==> config.mk <==
export PLATFORM = sky130hd
export DESIGN_NAME = reu_regfile
export DESIGN_NICKNAME = d
export VERILOG_FILES = /design/src/hdl/reu_pkg.sv /design/src/hdl/reu_regfile.sv
export SDC_FILE = /design/constraint.sdc
export NUM_CORES = 1
export LEC_CHECK = 0
export BUFFER_PORTS_ARGS = -buffer_cell sky130_fd_sc_hd__buf_2
export CAP_MARGIN = 20
export CORE_UTILIZATION = 35
export DETAILED_ROUTE_END_ITERATION = 7
export GPL_ROUTABILITY_DRIVEN = 0
export MAX_ROUTING_LAYER = met4
export PLACE_DENSITY = 0.48
export SETUP_SLACK_MARGIN = 0.5
export SLEW_MARGIN = 20
export SYNTH_ARGS = -nofsm -noshare
export SYNTH_HDL_FRONTEND = slang
export SYNTH_SLANG_ARGS = --single-unit
==> constraint.sdc <==
create_clock -name clk -period 2.4 [get_ports clk]
set_input_delay 0.12 -clock clk [delete_from_list [all_inputs] [get_ports clk]]
set_output_delay 0.12 -clock clk [all_outputs]
set_load 0.02 [all_outputs]
==> src/hdl/reu_pkg.sv <==
// ----------------------------------------------------------------------------
// reu_pkg
// Shared types, opcodes and helpers for the 16-register execute unit.
// ----------------------------------------------------------------------------
package reu_pkg;

    // datapath widths
    localparam int XLEN          = 32;
    localparam int PC_W          = 12;
    localparam int IMM_W         = 12;
    localparam int OP_W          = 4;
    localparam int SH_W          = 5;
    localparam int NUM_REGS      = 16;
    localparam int RIDX_W        = $clog2(NUM_REGS);
    localparam int DEF_MEM_WORDS = 4096;

    // register file read ports
    localparam int RF_RPORTS = 4;
    localparam int RP_A      = 0;
    localparam int RP_B      = 1;
    localparam int RP_M      = 2;
    localparam int RP_D      = 3;

    // opcodes
    localparam logic [OP_W-1:0] OP_ADD    = 4'd0;
    localparam logic [OP_W-1:0] OP_SUB    = 4'd1;
    localparam logic [OP_W-1:0] OP_AND    = 4'd2;
    localparam logic [OP_W-1:0] OP_OR     = 4'd3;
    localparam logic [OP_W-1:0] OP_SLL    = 4'd4;
    localparam logic [OP_W-1:0] OP_SRA    = 4'd5;
    localparam logic [OP_W-1:0] OP_MAC    = 4'd6;
    localparam logic [OP_W-1:0] OP_BRANCH = 4'd7;
    localparam logic [OP_W-1:0] OP_JAL    = 4'd11;
    localparam logic [OP_W-1:0] OP_LW     = 4'd12;
    localparam logic [OP_W-1:0] OP_SW     = 4'd13;
    localparam logic [OP_W-1:0] OP_JR     = 4'd14;
    localparam logic [OP_W-1:0] OP_HALT   = 4'd15;

    // branch conditions, signed compares
    localparam logic [RIDX_W-1:0] COND_EQ = 4'd0;
    localparam logic [RIDX_W-1:0] COND_NE = 4'd1;
    localparam logic [RIDX_W-1:0] COND_GT = 4'd2;
    localparam logic [RIDX_W-1:0] COND_LT = 4'd3;
    localparam logic [RIDX_W-1:0] COND_GE = 4'd4;
    localparam logic [RIDX_W-1:0] COND_LE = 4'd5;

    // jal link register
    localparam logic [RIDX_W-1:0] LINK_REG = 4'd15;

    // where a result value comes from once the instruction leaves execute
    typedef enum logic [1:0] {
        RES_ALU,
        RES_MAC,
        RES_LOAD
    } res_kind_t;

    // input transaction
    typedef struct packed {
        logic [OP_W-1:0]   cmd;
        logic [RIDX_W-1:0] dest_reg;
        logic [RIDX_W-1:0] src_a_reg;
        logic [RIDX_W-1:0] src_b_reg;
        logic [RIDX_W-1:0] extra_reg;
        logic [IMM_W-1:0]  immediate;
    } instr_t;

    // output transaction
    typedef struct packed {
        logic [PC_W-1:0]   next_pc;
        logic              halted;
        logic              reg_write;
        logic [RIDX_W-1:0] written_index;
        logic signed [XLEN-1:0] written_value;
    } result_t;

    // register file write port
    typedef struct packed {
        logic              en;
        logic [RIDX_W-1:0] idx;
        logic [XLEN-1:0]   data;
    } rf_wr_t;

    // instruction between execute and the result stage
    typedef struct packed {
        res_kind_t         kind;
        logic              reg_write;
        logic [RIDX_W-1:0] widx;
        logic [XLEN-1:0]   value;
        logic [XLEN-1:0]   mul_a;
        logic [XLEN-1:0]   mul_b;
        logic [PC_W-1:0]   next_pc;
        logic              halted;
    } mid_t;

    // sign-extend the 12-bit immediate
    function automatic logic [XLEN-1:0] sext_imm(input logic [IMM_W-1:0] imm);
        return {{(XLEN-IMM_W){imm[IMM_W-1]}}, imm};
    endfunction

endpackage

==> src/hdl/reu_regfile.sv <==
// ----------------------------------------------------------------------------
// reu_regfile
// 16 x 32 register file: two mirrored banks with two synchronous read ports
// each, write-first on a same-address write, per-entry valid bits so that
// entries never written read as zero.
// ----------------------------------------------------------------------------
module reu_regfile (
    input  logic                                              clk,
    input  logic                                              rst_n,
    input  logic                                              rd_en,
    input  logic [reu_pkg::RF_RPORTS-1:0][reu_pkg::RIDX_W-1:0] rd_idx,
    output logic [reu_pkg::RF_RPORTS-1:0][reu_pkg::XLEN-1:0]   rd_data,
    input  reu_pkg::rf_wr_t                                   wr
);

    logic [reu_pkg::XLEN-1:0] bank_lo_mem [reu_pkg::NUM_REGS];
    logic [reu_pkg::XLEN-1:0] bank_hi_mem [reu_pkg::NUM_REGS];

    logic [reu_pkg::NUM_REGS-1:0]                          vld_reg;
    logic [reu_pkg::RF_RPORTS-1:0]                         hit_vld_reg;
    logic [reu_pkg::RF_RPORTS-1:0][reu_pkg::XLEN-1:0]      raw_reg;

    // valid bits and the valid flag sampled with each read
    always_ff @(posedge clk or negedge rst_n)
    begin
        if (!rst_n)
        begin
            vld_reg     <= '0;
            hit_vld_reg <= '0;
        end
        else
        begin
            if (wr.en)
            begin
                vld_reg[wr.idx] <= 1'b1;
            end
            if (rd_en)
            begin
                for (int p = 0; p < reu_pkg::RF_RPORTS; p++)
                begin
                    hit_vld_reg[p] <= vld_reg[rd_idx[p]] || (wr.en && (wr.idx == rd_idx[p]));
                end
            end
        end
    end

    // bank writes and reads, low bank serves ports a/b, high bank m/d
    always_ff @(posedge clk)
    begin
        if (wr.en)
        begin
            bank_lo_mem[wr.idx] <= wr.data;
            bank_hi_mem[wr.idx] <= wr.data;
        end
        if (rd_en)
        begin
            for (int p = 0; p < reu_pkg::RF_RPORTS / 2; p++)
            begin
                raw_reg[p] <= (wr.en && (wr.idx == rd_idx[p])) ? wr.data
                                                                : bank_lo_mem[rd_idx[p]];
            end
            for (int p = reu_pkg::RF_RPORTS / 2; p < reu_pkg::RF_RPORTS; p++)
            begin
                raw_reg[p] <= (wr.en && (wr.idx == rd_idx[p])) ? wr.data
                                                                : bank_hi_mem[rd_idx[p]];
            end
        end
    end

    // unwritten entries read as zero
    always_comb
    begin
        for (int p = 0; p < reu_pkg::RF_RPORTS; p++)
        begin
            rd_data[p] = hit_vld_reg[p] ? raw_reg[p] : '0;
        end
    end

endmodule

==> results.cfg, run 1 <==
[flow_run]
max_cap_viol_count = 0

[setup_path]
worstPathArrival_ps = 2340
reg2reg_to = raw_reg[30]
crit_start = bank_lo_mem[0][30]
end_kind = register
reg2reg_depth = 3
cp_cell_sequence = mux4_2, mux4_2, mux2_2
slowest_delay_ps = 490
crit_family = multiplexers
cpMaxStageDelayCell = mux4_2
path_class = reg2reg
regToRegSetupSlack_ps = 460
crit_cells = 3
cp_common_cell = mux4_2
endpoint = raw_reg[30]
worst-path-buf-inv = 0
cp-start-kind = register
r2r-start = bank_lo_mem[0][30]
cp.required_ps = 2800
cp_max_fo = 4

[floorplan]
dieWidth_um = 332
row_count = 120
initial_core_util_pct = 35.5
io_pins = 184
dieHeight_um = 332
core_area_um2 = 108000
die-area_um2 = 110000

[grt]
grt-ovfl-total = 0
grt.total_usage_pct = 25.8
grt_pass1_wl_um = 196000
grt_antenna_before_repair = 3
grt_max_degree = 48
grt_pass1_vias = 25600

[synthesis]
synth_area_um2 = 38100
yosys.area.top_type = edfxtp_1
synth.avg_cell_area_um2 = 17.9
ys_warn_count = 0
synth_cell_type_count = 29
syn_nets = 2189
ys_top_cells_by_area = edfxtp_1, mux4_2, a22oi_1
yosysSeqAreaShare_pct = 51.7
synthCells = 2133
yosys_register_bits = 660
netlist.area_leader.share_pct = 50.4

[detailed_routing]
wl_per_cell_um = 35.8
vias = 24600
route.detailed.drc = 0
ant_nets = 0
drt_first_pass_iters = 6
drtIter0Drc = 2829
post_drt_via_cell_ratio = 6.37
routed_wirelength_um = 138000

[clock_tree]
clock-sinks = 660
clkLatencyLatePin_ps = 670
cts_max_level = 3
cts.path.max_buffers = 3
cts_made_buffers = 81
cts-root-buf = clkbuf_16
tritoncts = done
clk_pin_slew_ps = 60

[timing]
slew_headroom_pct = 28.1
rsz0062_at_grt = true
max_freq_mhz = 515
period_minus_slack_ps = 1940
setup_viol = 0
finalHoldViolCount = 0
worst_pin_slew_ps = 1080
fin_crit_sh_pct = 80.8
setup-tns-final_ps = 0
fin_skew_ps = 33.7
drv_slew = 0

[place]
hpwl_um = 83900
portBuffers = 183
place_inst = 3681

[outcome]
outcome = finished, final reports clean

[power_and_ir_drop]
p_leak_uw = 0.0152
power.density_nw_per_um2 = 690
vdd_drop_max_mv = 0.436

[cells_and_area]
final_layout_size_suffix_gt1_share_pct = 49.1
finalNetCount = 2456
nFillCells = 9370
instances_no_fill = 3869
area_growth_pct = 19.9
largest_reg_flops = 512

[min_path]
hold_path.class = in2reg
cells in the final DEF, fill, tap and decap left out, types with 6 or more instances in the layout:
cell,count
xor2_1,12
clkinv_2,9
and2_1,128
mux2_2,125
edfxtp_1,640
nand2_1,129
clkinv_1,18
buf_2,173
or2_2,20
a22oi_1,232
mux4_2,531
bufinv_16,12
dfrtp_1,16
clkinvlp_4,6
dlygate4sd3_1,37
clkbuf_16,83
a22oi_2,16
nor2b_4,8
buf_12,94
buf_4,70
buf_6,10
nor2_4,16
clkbuf_1,11
metrics by stage:
| step | hold slack (ps) | cell area [um^2] | util [%] | setup slack [ps] | total power [uW] |
|---|---|---|---|---|---|
| after detailed placement | 101 | 42400 | 39.5 | 178 | 18900 |
| after CTS | 27.2 | 45600 | 42.4 | 447 | 31800 |
| after global placement | 101 | 42400 | 39.4 | 170 | 18900 |
| final | 60.6 | 45700 | 42.5 | 460 | 31500 |
| after floorplan | -176 | 38300 | - | 179 | 16700 |
| after global routing | 69.7 | 45700 | 42.5 | 418 | 32500 |
power by group:
part           internal (uW)  switching [uW]
sequential             13200             310
combinational           2350            2870
clock                   7680            5130
total                  23200            8310
per-layer routing:
| layer | track usage [%] | share of wire, % | vias up |
|---|---|---|---|
| met5 | - | 0 | - |
| met4 | 7.89 | 3.0 | 0 |
| met3 | 4.34 | 7.8 | 290 |
| met2 | 41.6 | 49 | 1341 |
| met1 | 33.4 | 40 | 13200 |
| li1 | - | - | 9780 |
synthesized netlist by cell type (all sizes together):
cell,instances
a22oi,248
and2,132
and3b,2
buf,110
clkbuf,95
dfrtp,20
edfxtp,640
inv,1
mux2,128
mux2i,4
mux4,532
nand2,133
nand2b,2
nand3,5
nand3b,4
nor2,20
nor2b,8
nor3,4
nor4,4
o41a,4
or2,20
or3b,1
xnor2,4
xor2,12
worst min-delay path by stage:
| stage | cells after the start | startpoint | to | slack [ps] |
|---|---|---|---|---|
| 5_1_grt | 3 | rd_idx[13] | hit_vld_reg[3] | 70 |
| 3_5_place_dp | 1 | rst_n | vld_reg[2] | 100 |
| 4_1_cts | 3 | rd_idx[13] | hit_vld_reg[3] | 30 |
| 3_3_place_gp | 1 | rst_n | vld_reg[2] | 100 |
| 2_1_floorplan | 0 | rst_n | hit_vld_reg[0] | -180 |
| 6_report | 3 | rd_idx[13] | hit_vld_reg[3] | 60 |
cell families after synthesis:
| group | share of synthesized area (%) |
|---|---|
| compound gates | 5.00 |
| xor+xnor | 0.367 |
| buf+inv | 2.95 |
| flops | 51.7 |
| mux | 35.3 |
| simple gates | 4.65 |
layout make-up:
| class | count | area (um^2) | area share, % |
|---|---|---|---|
| tap | 1403 | 1760 | 3.84 |
| antenna | 2 | 5.00 | 0.0109 |
| sequential | 660 | 19700 | 43.2 |
| multi-input combinational | 1267 | 17600 | 38.6 |
| timing repair buffer | 389 | 3840 | 8.41 |
| clock buffer | 96 | 2150 | 4.69 |
| clock inverter | 51 | 597 | 1.31 |
| inverter | 1 | 3.75 | 0.00821 |
worst min-delay path: cells and delay by family:
family	cells	cell delay, ps
buf+inv	1	230
compound gates	1	120
simple gates	1	190
what timing repair did:
item,in CTS,in global routing
pin swaps,0,2
setup endpoints to repair,72,34
hold endpoints to repair,558,0
setup buffers,2,0
hold buffers,37,0
gates resized for setup,11,21
No activity file was read; power rests on OpenSTA's default activity.
==> inputs of run 2 (changes only) <==
Clock period 2.4 ns to 1.9 ns, I/O delays scaled along.
==> run 2 against run 1 <==
  * The run now ends with setup timing left
  * Final cell count grew 3.6%
  * Sequential share of layout area is 2.9 points lower
  * Largest cell class unchanged
  * Combinational power is 51% higher
  * Clock skew decreased by 9.8 ps
  * Sequential power increased by 26%
  * Critical path type unchanged
  * Count of clock-buffer cells in the layout increased by 3
  * Largest power group unchanged
  * Wire length grew 1.0%
==> results.cfg, run 2 (synthesized netlist as in run 1, its figures left out) <==
[setup_path]
r2r-start = bank_lo_mem[13][30]
reg2reg_depth = 3
reg2reg_to = raw_reg[126]
endpoint = raw_reg[126]
regToRegSetupSlack_ps = -50
cp-start-kind = register
path_class = reg2reg
crit_start = bank_lo_mem[13][30]
cp_max_fo = 4
worstPathArrival_ps = 2350
cp.required_ps = 2300
end_kind = register

[timing]
finalHoldViolCount = 0
fin_skew_ps = 23.8
rsz0062_at_grt = true
worst_pin_slew_ps = 985
max_freq_mhz = 514
fin_crit_sh_pct = 102
hold_slack_ps = 63.0
setup_viol = 4
slew_headroom_pct = 34.2
period_minus_slack_ps = 1950
setup-tns-final_ps = -130
drv_slew = 0
worst_slack_ps = -47.2

[grt]
grt.total_usage_pct = 25.9
grt-ovfl-total = 0
grt_pass1_vias = 26200
grt_antenna_before_repair = 2
grt_max_degree = 47
grt_pass1_wl_um = 198000

[power_and_ir_drop]
p_leak_uw = 0.0166
power.density_nw_per_um2 = 821
vdd_drop_max_mv = 0.605
swShare_pct = 26.6
p_sw_uw = 10700
cell_internal_pwr_uw = 29500
seqPwrFrac_pct = 42.4
p_comb_share_pct = 19.6
finalPower_uw = 40200
power_frac_clock_pct = 38.0

[clock_tree]
tritoncts = done
cts_made_buffers = 79
clkLatencyLatePin_ps = 650
clk_pin_slew_ps = 60
cts-root-buf = clkbuf_16
clock-sinks = 660
cts.path.max_buffers = 3
cts_max_level = 3

[outcome]
violations = setup timing
outcome = finished, violations left

[floorplan]
die-area_um2 = 110000
dieWidth_um = 332
io_pins = 184
core_area_um2 = 108000
row_count = 120
initial_core_util_pct = 35.5
dieHeight_um = 332

[cells_and_area]
largest_reg_flops = 512
seqCellArea_um2 = 19700
layout_common_cells = edfxtp_1, mux4_2, a22oi_2
finalNetCount = 2594
multi_input_area_um2 = 19000
final_layout_size_suffix_gt1_share_pct = 60.9
area_growth_pct = 28.5
nFillCells = 9215
instances_no_fill = 4008
final_common_cell = edfxtp_1

[min_path]
hold_path.class = in2reg
hold_depth = 5

[detailed_routing]
route.detailed.drc = 0
drt_first_pass_iters = 5
drtIter0Drc = 2279
ant_nets = 0
top_layer = met4
dr_wl_met2_um = 71400
vias = 25000
post_drt_via_cell_ratio = 6.24
wl_met1_um = 54900
routed_wirelength_um = 140000
wl_per_cell_um = 34.9
wl_met3_um = 8660

[place]
dp_slack_ps = -290
portBuffers = 183
place_inst = 3815
hpwl_um = 91900

[flow_run]
max_cap_viol_count = 0
[run 2: area by class of cell]
cell class / count / area share (%)
Antenna cell: 4 / 0.0204
Sequential cell: 660 / 40.3
Clock buffer: 99 / 4.27
Inverter: 1 / 0.00766
Multi-Input combinational cell: 1267 / 38.8
Timing Repair Buffer: 529 / 12.1
Clock inverter: 45 / 0.942
Tap cell: 1403 / 3.58
[run 2: through the flow]
| stage | instance area (um^2) | utilization, % |
|---|---|---|
| detailed placement | 44100 | 41.0 |
| global route | 49000 | 45.6 |
| finish | 49000 | 45.6 |
| floorplan | 38300 | - |
| global placement | 44100 | 41.0 |
| CTS | 48000 | 44.6 |
[run 2: power groups by stage]
| stage | registers, uW | clock network [uW] | logic [uW] |
|---|---|---|---|
| after floorplan | 17100 | 0 | 3970 |
| after global placement | 17300 | 0 | 6870 |
| after detailed placement | 17300 | 0 | 6890 |
| after CTS | 17000 | 15600 | 7370 |
| after global routing | 17100 | 16100 | 8250 |
| final | 17000 | 15300 | 7880 |
[run 2: timing repair]
item	in CTS	in global routing
gates cloned	0	3
gates resized for setup	217	229
setup endpoints to repair	260	280
pin swaps	167	111
hold buffers	35	0
endpoints found under the hold margin	550	0
buffers inserted	0	5
[run 2: worst max-delay path, cell delays in order (launching register included)]
cell      delay [ps]
edfxtp_1         420
mux4_2           520
mux4_2           460
mux2_4           290
[run 2: worst min path at each step]
stage,endpoint,start,slack (ps)
floorplan,hit_vld_reg[0],rst_n,-200
global placement,vld_reg[8],rst_n,80
detailed placement,vld_reg[15],rst_n,70
CTS,hit_vld_reg[1],rd_idx[6],40
global route,raw_reg[30],rd_idx[1],90
finish,hit_vld_reg[1],rd_idx[6],60
[run 2: routing by layer]
layer  up-vias  GRT usage [%]
met5         -              -
met4         0           8.35
met3       256           3.63
met2      1179           43.5
met1     13500           32.4
li1      10000              -
==> inputs of run 3 (changes only) <==
Settings changed: CORE_ASPECT_RATIO set to 1.75, SKIP_CTS_REPAIR_TIMING set to 1.
==> run 3 against run 2 <==
  * Critical path type unchanged
  * Maximum frequency is 1.0% lower
  * Register-to-register slack worse by 20 ps
  * Setup slack worse by 20 ps
  * Power is 2.4% lower
  * Highest routed layer unchanged
  * Critical endpoint is now raw_reg[94]
  * The run still ends with setup timing left
==> results.cfg, run 3 (synthesized netlist as in run 1, its figures left out) <==
[floorplan]
core_area_um2 = 108000
row_count = 159
dieHeight_um = 439
dieWidth_um = 252
initial_core_util_pct = 35.4
io_pins = 184
die-area_um2 = 110000

[timing]
worst_slack_ps = -67.0
hold_slack_ps = 69.4
rsz0062_at_grt = true
slew_headroom_pct = 25.0
drv_slew = 0
period_minus_slack_ps = 1970
fin_skew_ps = 20.4
max_freq_mhz = 508
fin_crit_sh_pct = 104
setup_viol = 35
worst_pin_slew_ps = 1120
finalHoldViolCount = 0

[setup_path]
worst-path-buf-inv = 0
cp_common_cell = mux4_2
cp_max_fo = 4
path_class = reg2reg
end_kind = register
slowest_delay_ps = 490
cp.required_ps = 2320
crit_family = multiplexers
worstPathArrival_ps = 2390
cp_cell_sequence = mux4_2, mux4_2, mux2_2
cpMaxStageDelayCell = mux4_2
cp-start-kind = register

[cells_and_area]
largest_reg_flops = 512
finalNetCount = 2564
layout_common_cells = edfxtp_1, mux4_2, buf_4
area_growth_pct = 26.2
instances_no_fill = 4014
final_common_cell = edfxtp_1
final_layout_size_suffix_gt1_share_pct = 59.3

[detailed_routing]
post_drt_via_cell_ratio = 6.27
routed_wirelength_um = 151000
wl_per_cell_um = 37.5
vias = 25200
drt_first_pass_iters = 5
drtIter0Drc = 2615
route.detailed.drc = 0
ant_nets = 0

[grt]
grt_max_degree = 38
grt_antenna_before_repair = 3
met1_usage_pct = 32.7
grt_pass1_wl_um = 205000
use_met2_pct = 47.0
grt_pass1_vias = 26200
gr-max-usage-layer = met2
grt.total_usage_pct = 27.6
grt-ovfl-total = 0
met3_usage_pct = 3.66

[place]
place_inst = 3831
portBuffers = 183
hpwl_um = 95500
dp_slack_ps = -206

[power_and_ir_drop]
power.density_nw_per_um2 = 815
p_leak_uw = 0.0162
vdd_drop_max_mv = 0.630

[clock_tree]
cts_made_buffers = 68
cts-root-buf = clkbuf_16
clk_pin_slew_ps = 70
tritoncts = done
cts_max_level = 3
clock-sinks = 660
clkLatencyLatePin_ps = 680
cts.path.max_buffers = 3

[min_path]
hold_path.class = in2reg

[outcome]
outcome = finished, violations left
violations = setup timing

[flow_run]
max_cap_viol_count = 0
## run 3: changes by cell type in the layout (fill, tap and decap cells not counted), moves of 53 or more
cell	delta
a22oi_1	+81
a22oi_2	-81
buf_2	-58
buf_6	+55
and2_1	-53
and2_4	+53
## run 3: worst paths after layout
kind,endpoint,from,slack [ps],depth (start not counted)
hold / removal,hit_vld_reg[1],rd_idx[6],70,5
setup reg to reg,raw_reg[94],bank_lo_mem[14][30],-70,3
min in group asynchronous,vld_reg[4],rst_n,630,3
setup / recovery,raw_reg[94],bank_lo_mem[14][30],-70,3
hold reg to reg,vld_reg[13],vld_reg[13],550,1
max in group asynchronous,hit_vld_reg[0],rst_n,590,3
## run 3: where the power goes
group          leakage [uW]  total [uW]  switching, uW  internal [uW]
Sequential          0.00611       17100            426          16600
Combinational       0.00901        8320           4230           4090
Clock               0.00107       13800           6160           7690
## run 3: worst min-delay path: stages
cell	delay [ps]
buf_2	160
buf_12	160
nand3_1	90
nand2_1	70
o41a_1	120
## run 3: final cells by class
| type | instances | area (um^2) |
|---|---|---|
| fill | 9213 | 59500 |
| sequential | 660 | 19700 |
| multi-input combinational | 1267 | 18500 |
| timing repair buffer | 510 | 5830 |
| clock buffer | 82 | 1820 |
| tap | 1449 | 1810 |
| clock inverter | 40 | 379 |
| antenna | 5 | 12.5 |
| inverter | 1 | 3.75 |
## run 3: through the flow
step	instance area (um^2)	setup TNS (ps)	utilization, %	total power (uW)
floorplan	38300	-2510	-	21100
global placement	43500	-15610	40.5	24100
detailed placement	43500	-15940	40.5	24200
CTS	45700	-11020	42.5	38000
global route	48100	-1270	44.7	40300
finish	48100	-1110	44.7	39200
## run 3: layer usage
layer	share of wire [%]	routed length (um)	vias up
met5	0	0	-
met4	5.0	7600	0
met3	6.4	9700	320
met2	52	78700	1258
met1	36	54700	13600
li1	-	-	9971
